$ cat src/sv/checked_int_alu_float_divide_top_macros.svh
// Assertion macros used by the checked ALU top level.
`ifndef CHECKED_INT_ALU_FLOAT_DIVIDE_TOP_MACROS_SVH
`define CHECKED_INT_ALU_FLOAT_DIVIDE_TOP_MACROS_SVH
`ifndef NO_ASSERTIONS
`define CIA_ASSERT_IMPL(lbl, ante, cons) \
	lbl: assert property (@(posedge clk) disable iff (!arst_n) (ante) |-> (cons)) \
		else $error("implication check failed");
`define CIA_ASSERT_NEVER(lbl, expr) \
	lbl: assert property (@(posedge clk) disable iff (!arst_n) !(expr)) \
		else $error("forbidden condition seen");
`else
`define CIA_ASSERT_IMPL(lbl, ante, cons)
`define CIA_ASSERT_NEVER(lbl, expr)
`endif
`endif

$ cat src/sv/cia_pkg.sv
// Types, codes and helper functions of the checked ALU.
package cia_pkg;

	localparam logic [2:0] OP_ADD = 3'd0;
	localparam logic [2:0] OP_SUB = 3'd1;
	localparam logic [2:0] OP_MUL = 3'd2;
	localparam logic [2:0] OP_DIV = 3'd3;

	localparam logic [1:0] ST_OK      = 2'd0;
	localparam logic [1:0] ST_OVF     = 2'd1;
	localparam logic [1:0] ST_DIVZERO = 2'd2;
	localparam logic [1:0] ST_BADOP   = 2'd3;

	// One quotient bit per stage: 24 mantissa bits and a guard bit.
	localparam int DIV_STEPS = 25;

	typedef struct packed {
		logic [2:0]  op;
		logic [1:0]  status;
		logic [31:0] ires;
		logic        sgn;
		logic        az;
		logic [31:0] ma;
		logic [31:0] mb;
		logic [4:0]  la;
		logic [4:0]  lb;
		logic [31:0] pll;
		logic [31:0] plh;
		logic [31:0] phl;
		logic [31:0] phh;
		logic [63:0] prod;
	} norm_t;

	typedef struct packed {
		logic [2:0]  op;
		logic [1:0]  status;
		logic [31:0] ires;
		logic        sgn;
		logic        az;
		logic [7:0]  expo;
		logic [24:0] rem;
		logic [23:0] dv;
		logic [24:0] q;
	} div_t;

	typedef struct packed {
		logic [5:0]  e;
		logic [23:0] m;
	} fp24_t;

	// Rounds a normalized 32-bit magnitude to a 24-bit mantissa, nearest even.
	function automatic fp24_t to_fp24(input logic [31:0] m, input logic [4:0] lz);
		fp24_t r;
		logic [24:0] s;
		logic inc;
		inc = m[7] & ((|m[6:0]) | m[8]);
		s = {1'b0, m[31:8]} + {24'h0, inc};
		r.e = 6'd31 - {1'b0, lz} + {5'h0, s[24]};
		r.m = s[24] ? s[24:1] : s[23:0];
		return r;
	endfunction

endpackage

$ cat src/sv/cia_div.sv
// Back pipeline: mantissa rounding, bit-per-stage divider and result packing.
module cia_div import cia_pkg::*; (
	input  logic        clk,
	input  logic        arst_n,
	input  logic        adv,
	input  logic        in_vld,
	input  norm_t       in_item,
	output logic        out_vld,
	output logic [1:0]  out_status,
	output logic [31:0] out_ires,
	output logic [31:0] out_fres,
	output logic        out_isf
);

	div_t  prep;
	fp24_t fa, fb;
	logic  pre;
	logic [8:0] exp9;
	div_t  div_s [DIV_STEPS+1];
	logic  dvld_s [DIV_STEPS+1];
	div_t  last;
	logic  sticky, inc, ok;
	logic [24:0] m25;
	logic [7:0]  e_fin;
	logic [1:0]  status_s34;
	logic [31:0] ires_s34, fres_s34;
	logic        isf_s34, vld_s34;

	always_comb begin
		fa = to_fp24(in_item.ma, in_item.la);
		fb = to_fp24(in_item.mb, in_item.lb);
		pre = (fa.m < fb.m);
		exp9 = 9'd127 + {3'h0, fa.e} - {3'h0, fb.e} - {8'h0, pre};
		prep.op = in_item.op;
		prep.status = in_item.status;
		prep.ires = in_item.ires;
		prep.sgn = in_item.sgn;
		prep.az = in_item.az;
		prep.expo = exp9[7:0];
		// Bring the mantissa ratio into [1, 2) before the first step.
		prep.rem = pre ? {fa.m, 1'b0} : {1'b0, fa.m};
		prep.dv = fb.m;
		prep.q = '0;
	end

	always_ff @(posedge clk or negedge arst_n) begin
		if (!arst_n)
			dvld_s[0] <= 1'b0;
		else if (adv)
			dvld_s[0] <= in_vld;
	end

	always_ff @(posedge clk) begin
		if (adv)
			div_s[0] <= prep;
	end

	for (genvar i = 0; i < DIV_STEPS; i++) begin : g_step
		div_t nx;
		logic [24:0] diff;
		logic qb;

		always_comb begin
			nx = div_s[i];
			qb = (div_s[i].rem >= {1'b0, div_s[i].dv});
			diff = qb ? (div_s[i].rem - {1'b0, div_s[i].dv}) : div_s[i].rem;
			nx.rem = {diff[23:0], 1'b0};
			nx.q = {div_s[i].q[23:0], qb};
		end

		always_ff @(posedge clk or negedge arst_n) begin
			if (!arst_n)
				dvld_s[i+1] <= 1'b0;
			else if (adv)
				dvld_s[i+1] <= dvld_s[i];
		end

		always_ff @(posedge clk) begin
			if (adv)
				div_s[i+1] <= nx;
		end
	end

	always_comb begin
		last = div_s[DIV_STEPS];
		sticky = |last.rem;
		inc = last.q[0] & (sticky | last.q[1]);
		m25 = {1'b0, last.q[24:1]} + {24'h0, inc};
		e_fin = last.expo + {7'h0, m25[24]};
		ok = (last.op == OP_DIV) && (last.status == ST_OK);
	end

	always_ff @(posedge clk or negedge arst_n) begin
		if (!arst_n)
			vld_s34 <= 1'b0;
		else if (adv)
			vld_s34 <= dvld_s[DIV_STEPS];
	end

	always_ff @(posedge clk) begin
		if (adv) begin
			status_s34 <= last.status;
			ires_s34 <= last.ires;
			isf_s34 <= ok;
			if (!ok)
				fres_s34 <= 32'h0;
			else if (last.az)
				fres_s34 <= {last.sgn, 31'h0};
			else
				fres_s34 <= {last.sgn, e_fin, m25[22:0]};
		end
	end

	assign out_vld    = vld_s34;
	assign out_status = status_s34;
	assign out_ires   = ires_s34;
	assign out_fres   = fres_s34;
	assign out_isf    = isf_s34;

endmodule

$ cat config.mk
export PLATFORM = sky130hd
export DESIGN_NAME = cia_div
export DESIGN_NICKNAME = d
export VERILOG_FILES = /design/src/sv/checked_int_alu_float_divide_top_macros.svh /design/src/sv/cia_pkg.sv /design/src/sv/cia_div.sv
export SDC_FILE = /design/constraint.sdc
export NUM_CORES = 2
export LEC_CHECK = 0
export BUFFER_PORTS_ARGS = -buffer_cell sky130_fd_sc_hd__buf_2
export CORE_MARGIN = 5
export CORE_UTILIZATION = 65
export CTS_CLUSTER_SIZE = 12
export DETAILED_ROUTE_END_ITERATION = 16
export PLACE_DENSITY = 0.83
export SYNTH_ARGS = -nofsm -noshare
export SYNTH_HDL_FRONTEND = slang
export SYNTH_SLANG_ARGS = --single-unit
$ cat constraint.sdc
create_clock -name clk -period 5.2 [get_ports clk]
set_clock_uncertainty 0.15 [all_clocks]
set_input_delay 0.78 -clock clk [delete_from_list [all_inputs] [get_ports clk]]
set_output_delay 0.78 -clock clk [all_outputs]
set_load 0.05 [all_outputs]
==> results.yml <==
run_status:
  outcome: "finished, final reports clean"
die:
  core_um2: 194400
  dieWidth_um: 451.2
  die_area_um2: 203600
  start_util: 0.6510
  num_io_pins: 377
  die_h_um: 451.2
  fp-row-count: 162
placed_design:
  dp_cells: 11740
  placed_area_um2: 132500
  post-place-ws_ns: -0.5615
  gp_congestion: 0.9112
  dp_hpwl_um: 191300
  portBuffers: 184
synthesis:
  syn_nets: 9853
  syn-instance-count: 8874
  synth_seq_cells: 2866
  ys_warn_count: 0
  synth.largest_area_cell: "edfxtp_1"
  syn_avg_cell_area_um2: 14.26
  yosys-top-cells-count: "edfxtp_1 (2839), inv_1 (855), ha_1 (644)"
  syn_area_um2: 126500
  synth_edf_count: 2839
  yosysSeqAreaShare: 0.6791
  synthFlopType: "edfxtp_1"
  synth_cell_type_count: 93
  async_reset_ff_frac: 0.009421
  synth_most_common_cell: "edfxtp_1"
  synth.top_cell.area_share: 0.6737
  synthTopCellsByArea: "edfxtp_1 (67%), ha_1 (6.4%), mux2_2 (3.0%), inv_1 (2.5%), a21oi_1 (2.1%)"
sta:
  tightest_slew_ns: 1.180
  clock.fmax_ghz: 0.2060
  fin_hold_ws_ns: 0.1891
  hold_violations: 0
  rsz0062_at_grt: "false"
  layout_setup_ws_ns: 0.3452
  slew_viol_final: 0
  setup_tns_ns: 0
  fin_crit_sh: 0.9336
  setup_viol: 0
  max-slew-margin-rel: 0.2134
  period_minus_slack_ns: 4.855
drt:
  wl_met3_um: 14120
  drt-initial-drc-count: 7018
  via_count: 74310
  route.met2.wl_um: 152800
  wl_um: 291500
  via_per_inst: 6.067
  drc: 0
  wl_met1_um: 108900
  drtAntennaViolNets: 0
  wl_per_cell_um: 23.80
  drtPass1Iterations: 8
  route.top_layer_used: "met4"
critical_path:
  crit_fanout: 6
  critPathRequiredTime_ns: 5.71
  critPathKind: "input port to flop"
  end_kind: "flop"
  critPathArrivalTime_ns: 5.37
  critPathLaunchType: "input port"
layout:
  nets: 10530
  drive_above_1_share: 0.1308
  fillers: 11800
  multi_input_area_um2: 37010
  stdcell_area_um2: 141800
  fin_cells: 12250
  seqCellArea_um2: 85930
  areaGrowthSynthToFinish_pct: 12.10
  utilization: 0.7297
power_and_ir_drop:
  powerDensity_nw_per_um2: 579.3
  p_leak_nw: 55.61
  peakVddDrop_v: 0.0006626
  p_total_mw: 82.18
flow_run:
  cap_viol_max_count: 0
grt:
  grt_remaining_overflow: 0
  grt_pass1_vias: 76180
  grt_max_degree: 150
  track_usage: 0.2860
  grt_pass1_wl_um: 448600
  antenna_found_initial: 2
clocking:
  clock-root-buffer: "clkbuf_16"
  clk_latency_ns: 0.92
  cts.clk_slew.worst_paths_ns: 0.06
  cts_buffers: 313
  cts_tree: "yes"
  clock-sinks: 2866
  cts_setup_buffers: 0
  cts.htree.levels: 5
  clockBufferDepth: 4
min_path:
  hp-class: "input port to flop"
==> critical path, stage by stage <==
cell and delay [ns]:
buf_2 0.10, and2_1 0.14, ha_2 0.20, nand4_1 0.17
nor3_1 0.25, buf_4 0.16, nand2_1 0.08, nor2_2 0.29
o31ai_1 0.11, a31oi_1 0.23, ha_1 0.30, a21o_1 0.19
a21o_1 0.15, a21o_1 0.14, a21oi_1 0.14, nor2b_1 0.08
o31ai_2 0.29, nand4b_4 0.18, ha_4 0.21, fa_2 0.37
a21o_1 0.18, a21oi_2 0.13, nor2b_1 0.06, o21ai_1 0.15
nand2_1 0.12, xnor2_1 0.16
==> final timing paths <==
kind	from	endpoint	slack, ns	depth (start not counted)
max reg2reg	div_s[3][26]$_DFFE_PP_	div_s[4][51]$_DFFE_PP_	0.83	12
min in group asynchronous	arst_n	dvld_s[24]$_DFFE_PN0P_	0.26	2
min reg2reg	div_s[21][16]$_DFFE_PP_	div_s[22][17]$_DFFE_PP_	0.22	0
min	adv	div_s[5][87]$_DFFE_PP_	0.19	1
max	in_item[241]	div_s[0][80]$_DFFE_PP_	0.35	26
max in group asynchronous	arst_n	dvld_s[9]$_DFFE_PN0P_	4.22	2
==> cell usage in the layout (no fill, tap or decap), types with 47 or more instances in the layout <==
master and n:
buf_2 183, ha_1 639, mux2_2 338, xnor2_1 294, a21oi_1 539, clkbuf_16 321
nor3_1 131, a31oi_1 62, nand3_1 152, edfxtp_1 2839, inv_1 854, o21a_1 88
or2_2 47, nand2b_1 94, nand2_1 453, clkbuf_1 59, o21ai_0 356, nand4_1 94
buf_4 225, nor2b_1 86, nor2_1 447, and3_1 70, a21o_1 236, xor2_1 194
==> repair_timing <==
item / 4_1_cts / 5_1_grt
hold buffers: 41 / 0
endpoints found under the hold margin: 67 / 0
resized for setup: 0 / 0
==> layer usage <==
metal  vias up  GRT usage
li1      34390          -
met1     36280     0.3442
met2      2814     0.5141
met3       822    0.03556
met4         0     0.1363
met5         -          0
==> layout make-up <==
type / count / share of cell area
clock inverters: 84 / 0.004719
diodes: 4 / 0.00007057
flip-flops and latches: 2866 / 0.6058
repair buffers: 475 / 0.02493
multi-input cells: 5036 / 0.2609
clock buffers: 383 / 0.05848
well taps: 2542 / 0.02242
inverters: 857 / 0.02270
==> report_power, final <==
| part | internal (mW) | total (mW) | switching [mW] |
|---|---|---|---|
| registers | 31.1 | 33.4 | 2.38 |
| clock network | 11.7 | 20.4 | 8.66 |
| logic | 12.2 | 28.4 | 16.2 |
==> state kept, by name, summed over array words and instances (netlist names) <==
name / flops
out_fres: 32
out_status: 2
out_vld: 1
out_ires: 32
div_s: 2772
out_isf: 1
dvld_s: 26
==> kinds of logic (layout without fill, tap and decap cells) <==
group | Yosys count | in the layout | share of synthesized area
flip-flops | 2866 | 2866 | 0.6791
AND/OR/NAND/NOR | 1757 | 1757 | 0.06753
AO/OA/AOI/OAI | 1730 | 1730 | 0.08726
buffers and inverters | 972 | 1799 | 0.02962
adder cells (fa/ha/maj) | 670 | 670 | 0.06779
XOR/XNOR | 488 | 488 | 0.03378
multiplexers | 391 | 391 | 0.03494
other | 0 | 4 | 0
Note: power is estimated with default switching activity, not from simulation.
