===== src/sv/checked_int_alu_float_divide_top_macros.svh =====
// Assertion macros used by the checked ALU top level.
`ifndef CHECKED_INT_ALU_FLOAT_DIVIDE_TOP_MACROS_SVH
`define CHECKED_INT_ALU_FLOAT_DIVIDE_TOP_MACROS_SVH
`ifndef NO_ASSERTIONS
`define CIA_ASSERT_IMPL(lbl, ante, cons) \
	lbl: assert property (@(posedge clk) disable iff (!arst_n) (ante) |-> (cons)) \
		else $error("implication check failed");
`define CIA_ASSERT_NEVER(lbl, expr) \
	lbl: assert property (@(posedge clk) disable iff (!arst_n) !(expr)) \
		else $error("forbidden condition seen");
`else
`define CIA_ASSERT_IMPL(lbl, ante, cons)
`define CIA_ASSERT_NEVER(lbl, expr)
`endif
`endif


===== src/sv/cia_pkg.sv =====
// Types, codes and helper functions of the checked ALU.
package cia_pkg;

	localparam logic [2:0] OP_ADD = 3'd0;
	localparam logic [2:0] OP_SUB = 3'd1;
	localparam logic [2:0] OP_MUL = 3'd2;
	localparam logic [2:0] OP_DIV = 3'd3;

	localparam logic [1:0] ST_OK      = 2'd0;
	localparam logic [1:0] ST_OVF     = 2'd1;
	localparam logic [1:0] ST_DIVZERO = 2'd2;
	localparam logic [1:0] ST_BADOP   = 2'd3;

	// One quotient bit per stage: 24 mantissa bits and a guard bit.
	localparam int DIV_STEPS = 25;

	typedef struct packed {
		logic [2:0]  op;
		logic [1:0]  status;
		logic [31:0] ires;
		logic        sgn;
		logic        az;
		logic [31:0] ma;
		logic [31:0] mb;
		logic [4:0]  la;
		logic [4:0]  lb;
		logic [31:0] pll;
		logic [31:0] plh;
		logic [31:0] phl;
		logic [31:0] phh;
		logic [63:0] prod;
	} norm_t;

	typedef struct packed {
		logic [2:0]  op;
		logic [1:0]  status;
		logic [31:0] ires;
		logic        sgn;
		logic        az;
		logic [7:0]  expo;
		logic [24:0] rem;
		logic [23:0] dv;
		logic [24:0] q;
	} div_t;

	typedef struct packed {
		logic [5:0]  e;
		logic [23:0] m;
	} fp24_t;

	// Rounds a normalized 32-bit magnitude to a 24-bit mantissa, nearest even.
	function automatic fp24_t to_fp24(input logic [31:0] m, input logic [4:0] lz);
		fp24_t r;
		logic [24:0] s;
		logic inc;
		inc = m[7] & ((|m[6:0]) | m[8]);
		s = {1'b0, m[31:8]} + {24'h0, inc};
		r.e = 6'd31 - {1'b0, lz} + {5'h0, s[24]};
		r.m = s[24] ? s[24:1] : s[23:0];
		return r;
	endfunction

endpackage


===== src/sv/cia_norm.sv =====
// Front pipeline: add/subtract, split multiply, and leading-zero normalization.
module cia_norm import cia_pkg::*; (
	input  logic        clk,
	input  logic        arst_n,
	input  logic        adv,
	input  logic        in_vld,
	input  logic [2:0]  in_op,
	input  logic [31:0] in_a,
	input  logic [31:0] in_b,
	output logic        out_vld,
	output norm_t       out_item
);

	norm_t d1, d2, d3, d4, d5, d6;
	norm_t item_s1, item_s2, item_s3, item_s4, item_s5, item_s6;
	logic  vld_s1, vld_s2, vld_s3, vld_s4, vld_s5, vld_s6;
	logic [32:0] sum, dif;
	logic ovf;

	always_comb begin
		sum = {in_a[31], in_a} + {in_b[31], in_b};
		dif = {in_a[31], in_a} - {in_b[31], in_b};
		d1 = '0;
		d1.op = in_op;
		d1.sgn = in_a[31] ^ in_b[31];
		d1.az = (in_a == 32'h0);
		d1.ma = in_a[31] ? (~in_a + 32'd1) : in_a;
		d1.mb = in_b[31] ? (~in_b + 32'd1) : in_b;
		case (in_op)
			OP_ADD: begin
				d1.status = (sum[32] != sum[31]) ? ST_OVF : ST_OK;
				d1.ires = (sum[32] != sum[31]) ? 32'h0 : sum[31:0];
			end
			OP_SUB: begin
				d1.status = (dif[32] != dif[31]) ? ST_OVF : ST_OK;
				d1.ires = (dif[32] != dif[31]) ? 32'h0 : dif[31:0];
			end
			OP_MUL: d1.status = ST_OK;
			OP_DIV: d1.status = (in_b == 32'h0) ? ST_DIVZERO : ST_OK;
			default: d1.status = ST_BADOP;
		endcase
	end

	always_comb begin
		d2 = item_s1;
		d2.pll = item_s1.ma[15:0] * item_s1.mb[15:0];
		d2.plh = item_s1.ma[15:0] * item_s1.mb[31:16];
		d2.phl = item_s1.ma[31:16] * item_s1.mb[15:0];
		d2.phh = item_s1.ma[31:16] * item_s1.mb[31:16];
		if (item_s1.ma[31:16] == 16'h0) begin
			d2.ma = {item_s1.ma[15:0], 16'h0};
			d2.la = 5'd16;
		end
		if (item_s1.mb[31:16] == 16'h0) begin
			d2.mb = {item_s1.mb[15:0], 16'h0};
			d2.lb = 5'd16;
		end
	end

	always_comb begin
		d3 = item_s2;
		d3.prod = {item_s2.phh, item_s2.pll} + {16'h0, item_s2.plh, 16'h0};
		if (item_s2.ma[31:24] == 8'h0) begin
			d3.ma = {item_s2.ma[23:0], 8'h0};
			d3.la = item_s2.la | 5'd8;
		end
		if (item_s2.mb[31:24] == 8'h0) begin
			d3.mb = {item_s2.mb[23:0], 8'h0};
			d3.lb = item_s2.lb | 5'd8;
		end
	end

	always_comb begin
		d4 = item_s3;
		d4.prod = item_s3.prod + {16'h0, item_s3.phl, 16'h0};
		if (item_s3.ma[31:28] == 4'h0) begin
			d4.ma = {item_s3.ma[27:0], 4'h0};
			d4.la = item_s3.la | 5'd4;
		end
		if (item_s3.mb[31:28] == 4'h0) begin
			d4.mb = {item_s3.mb[27:0], 4'h0};
			d4.lb = item_s3.lb | 5'd4;
		end
	end

	always_comb begin
		d5 = item_s4;
		// A negative product may reach exactly two to the 31st.
		if (item_s4.sgn)
			ovf = !((item_s4.prod[63:31] == 33'h0) || (item_s4.prod == 64'h8000_0000));
		else
			ovf = (item_s4.prod[63:31] != 33'h0);
		if (item_s4.op == OP_MUL) begin
			d5.status = ovf ? ST_OVF : ST_OK;
			if (ovf)
				d5.ires = 32'h0;
			else
				d5.ires = item_s4.sgn ? (~item_s4.prod[31:0] + 32'd1) : item_s4.prod[31:0];
		end
		if (item_s4.ma[31:30] == 2'h0) begin
			d5.ma = {item_s4.ma[29:0], 2'h0};
			d5.la = item_s4.la | 5'd2;
		end
		if (item_s4.mb[31:30] == 2'h0) begin
			d5.mb = {item_s4.mb[29:0], 2'h0};
			d5.lb = item_s4.lb | 5'd2;
		end
	end

	always_comb begin
		d6 = item_s5;
		if (!item_s5.ma[31]) begin
			d6.ma = {item_s5.ma[30:0], 1'b0};
			d6.la = item_s5.la | 5'd1;
		end
		if (!item_s5.mb[31]) begin
			d6.mb = {item_s5.mb[30:0], 1'b0};
			d6.lb = item_s5.lb | 5'd1;
		end
	end

	always_ff @(posedge clk or negedge arst_n) begin
		if (!arst_n) begin
			vld_s1 <= 1'b0;
			vld_s2 <= 1'b0;
			vld_s3 <= 1'b0;
			vld_s4 <= 1'b0;
			vld_s5 <= 1'b0;
			vld_s6 <= 1'b0;
		end else if (adv) begin
			vld_s1 <= in_vld;
			vld_s2 <= vld_s1;
			vld_s3 <= vld_s2;
			vld_s4 <= vld_s3;
			vld_s5 <= vld_s4;
			vld_s6 <= vld_s5;
		end
	end

	always_ff @(posedge clk) begin
		if (adv) begin
			item_s1 <= d1;
			item_s2 <= d2;
			item_s3 <= d3;
			item_s4 <= d4;
			item_s5 <= d5;
			item_s6 <= d6;
		end
	end

	assign out_vld  = vld_s6;
	assign out_item = item_s6;

endmodule


===== config.mk =====
export PLATFORM = sky130hd
export DESIGN_NAME = cia_norm
export DESIGN_NICKNAME = d
export VERILOG_FILES = /design/src/sv/checked_int_alu_float_divide_top_macros.svh /design/src/sv/cia_pkg.sv /design/src/sv/cia_norm.sv
export SDC_FILE = /design/constraint.sdc
export NUM_CORES = 2
export LEC_CHECK = 0
export ABC_AREA = 1
export BUFFER_PORTS_ARGS = -buffer_cell sky130_fd_sc_hd__buf_2
export CAP_MARGIN = 20
export CORE_MARGIN = 3
export CORE_UTILIZATION = 50
export CTS_BUF_LIST = sky130_fd_sc_hd__clkbuf_8 sky130_fd_sc_hd__clkbuf_16
export CTS_CLUSTER_DIAMETER = 150
export CTS_CLUSTER_SIZE = 40
export DETAILED_ROUTE_END_ITERATION = 16
export PLACE_DENSITY = 0.66
export SYNTH_ARGS = -nofsm -noshare
export SYNTH_HDL_FRONTEND = slang
export SYNTH_SLANG_ARGS = --single-unit

===== constraint.sdc =====
create_clock -name clk -period 17.8 [get_ports clk]
set_clock_uncertainty 0.2 [all_clocks]
set_input_delay 3.56 -clock clk [delete_from_list [all_inputs] [get_ports clk]]
set_output_delay 3.56 -clock clk [all_outputs]
set_load 0.1 [all_outputs]

==> impl_results.md <==
- Ports: 377
- Share of post-route cells with drive strength above 1: 0.0533
- Placeable Area: 0.196 sq mm
- Crit path max fanout: 32
- # setup viols final: 0
- Final count of pins violating max slew: 0
- RR Endpoint: d3[125]
- Hold Path Class: reg2reg
- Filler cells: 17800
- Final net count: between 10000 and 15000
- Register area share after synthesis: 0.449
- TritonCTS clock tree: done
- Clock root cell: clkbuf_16
- Setup slack, reg-to-reg: 11350 ps
- Status: complete, no violations
- Synth top cells by count: nand2_1 (2881), inv_1 (2233), edfxtp_1 (1480)
- Fmax achieved: 133 MHz
- Clock Tree Buf Depth: 3
- Synth Net Count: 11900
- Crit Path Class: in2reg
- CP Launch Point: in_b[31]
- FF-to-FF path depth: 20
- Hold Fails Final Rpt: 0
- EDFF count, synth: ~1500
- Routed wire per std cell: 21.5 um
- Crit end category: register
- Setup crit end: d2[278]
- # rows: 162
- Ys async rst share: 0.00404
- Vias/cell: 5.28
- Synth area leaders: edfxtp_1 (45%), fa_1 (16%), nand2_1 (11%)
- Synthesized area: 0.0992 sq mm
- Synth area leader: edfxtp_1
- Clock buffer count from CTS: 47
- Total gr overflow: 0
- Antenna viol nets, final: 0
- Post-synth top area share: 0.448
- Most common cell in the synthesized netlist: nand2_1
- Number of global-route vias before repair: 70000
- Ys flop type: edfxtp_1
- Area of the multi-input gates: 0.0448 sq mm
- Synth cell types: 45
- Placer Congestion: 0.959
- Initial Util: 0.506
- Die ar.: 0.204 sq mm
- Routed WL: around 290000 um
- Max Cap Violations: 0
- First drt pass iteration count: 6
- Post-DP HPWL: roughly 220000 um
- Seq. cell area: 0.0446 sq mm
- Clock transition at path regs: 140 ps
- Startpoint Class: input port
- CP required: 18170 ps
- Initial antenna violation count: 11
- Setup TNS: 0 ps
- Overall routing resource usage: 0.280
- Die Y: about 450 um
- Yosys warns: 0
- Min Clock Period, post-route: 7510 ps
- # clock sinks: 1486
- Largest net degree at the start of global routing: 201
- Htree depth: 2
- Die Width: approximately 450 um
- Post-CTS setup buffers: 0
- Worst-margin pin slew: 1050 ps
- RSZ-0062 raised after global routing: no
- Syn Inst Count: 10500
- P&R area growth vs syn: 5.99%
- Initial drt markers: 6537
- Period utilisation layout: 0.422
- Average size of a mapped cell: 9.46 sq um
- Resized cells post-CTS: 0
- First-pass GRT wire length: between 400000 and 500000 um
- RR Startpoint: item_s1[265]
- #FFs+latches synth: 1486
- Number of buffers added on ports: 376
- Max-slew headroom: 0.297
- CP arrival: 7880 ps
- Cts hold-fix bufs: 0
- DRC viols: 0
- Total number of vias: 70000
- Later-pin clock latency in the skew report: 770 ps
area by class of cell:
type / count / area share
clock inverters: 20 / 0.00261
flip-flops and latches: 1486 / 0.424
clock buffers: 48 / 0.0114
repair buffers: 466 / 0.0249
inverters: 2241 / 0.0800
diodes: 3 / 0.0000714
well taps: 2624 / 0.0312
multi-input cells: 6388 / 0.426
metrics by stage:
stage | cells | hold WS, ps | setup slack [ps] | utilization | cell area, sq um
final | 13300 | 165 | 10290 | 0.536 | 105000
after CTS | 13300 | 167 | 10400 | 0.536 | 105000
after detailed placement | 13200 | 205 | 9620 | 0.529 | 104000
after global placement | 13200 | 200 | 9680 | 0.529 | 104000
after global routing | 13300 | 175 | 10070 | 0.536 | 105000
after floorplan | 10500 | 200 | 11510 | - | 99200
per-layer routing:
layer | routed length [um] | vias up | GRT usage
met4 | 9000 | 2 | 0.0806
met5 | 13 | - | 0
met1 | 123000 | 34300 | 0.393
li1 | - | 32800 | -
met3 | 18700 | 373 | 0.0276
met2 | 135000 | 2568 | 0.465
worst min path at each step:
stage	start	end	cells after the start
floorplan	d2[266]	d3[266]	0
global placement	d5[90]	d6[90]	0
detailed placement	d2[304]	d3[304]	0
CTS	d3[171]	d4[171]	0
global route	d3[171]	d4[171]	0
finish	d3[171]	d4[171]	0
flip-flops by register name, indices dropped and copies added (netlist names), 39 cells and up:
signal,count
d2,39
d3,167
d4,167
d5,181
d6,215
item_s1,64
item_s2,66
item_s3,116
item_s4,104
item_s5,72
out_item,289
critical path, stage by stage:
cell,delay [ps]
buf_2,80
buf_4,340
clkinv_1,510
ha_1,680
clkinv_1,340
nor3_1,320
nand2_1,110
nor2_1,100
nand2_1,70
nand2_1,80
nand2_1,50
nand2_1,70
inv_1,40
ha_1,300
nor2_2,110
buf_4,340
inv_1,340
a21oi_1,190
o21ai_0,100
o21ai_0,100
placed cells by master (no fill, tap or decap), types with 7 or more instances in the layout:
cell,n
a21o_1,31
a21oi_1,322
a31oi_1,11
buf_2,375
buf_4,86
clkbuf_16,48
edfxtp_1,1480
fa_1,780
ha_1,549
inv_1,2243
nand2_1,2881
nand3_1,324
nand3b_1,9
nand4_1,107
nor2_1,631
nor2_2,7
nor3_1,71
nor4_1,9
o211ai_1,7
o21ai_0,344
o21ai_2,21
o21bai_1,29
xnor2_1,41
xor2_1,171
logic make-up after synthesis:
logic type	Yosys count	share of synthesized area
and+or+nand+nor	4061	0.163
buffers and inverters	2609	0.0997
DFF	1486	0.449
adders and majority gates	1329	0.227
AOI/OAI and AO/OA	786	0.0428
xor gates and xnor gates	212	0.0187
Power is left out: the tool's default activity adds up to more than one toggle a clock period on the data nets, which glitch-free logic cannot reach.
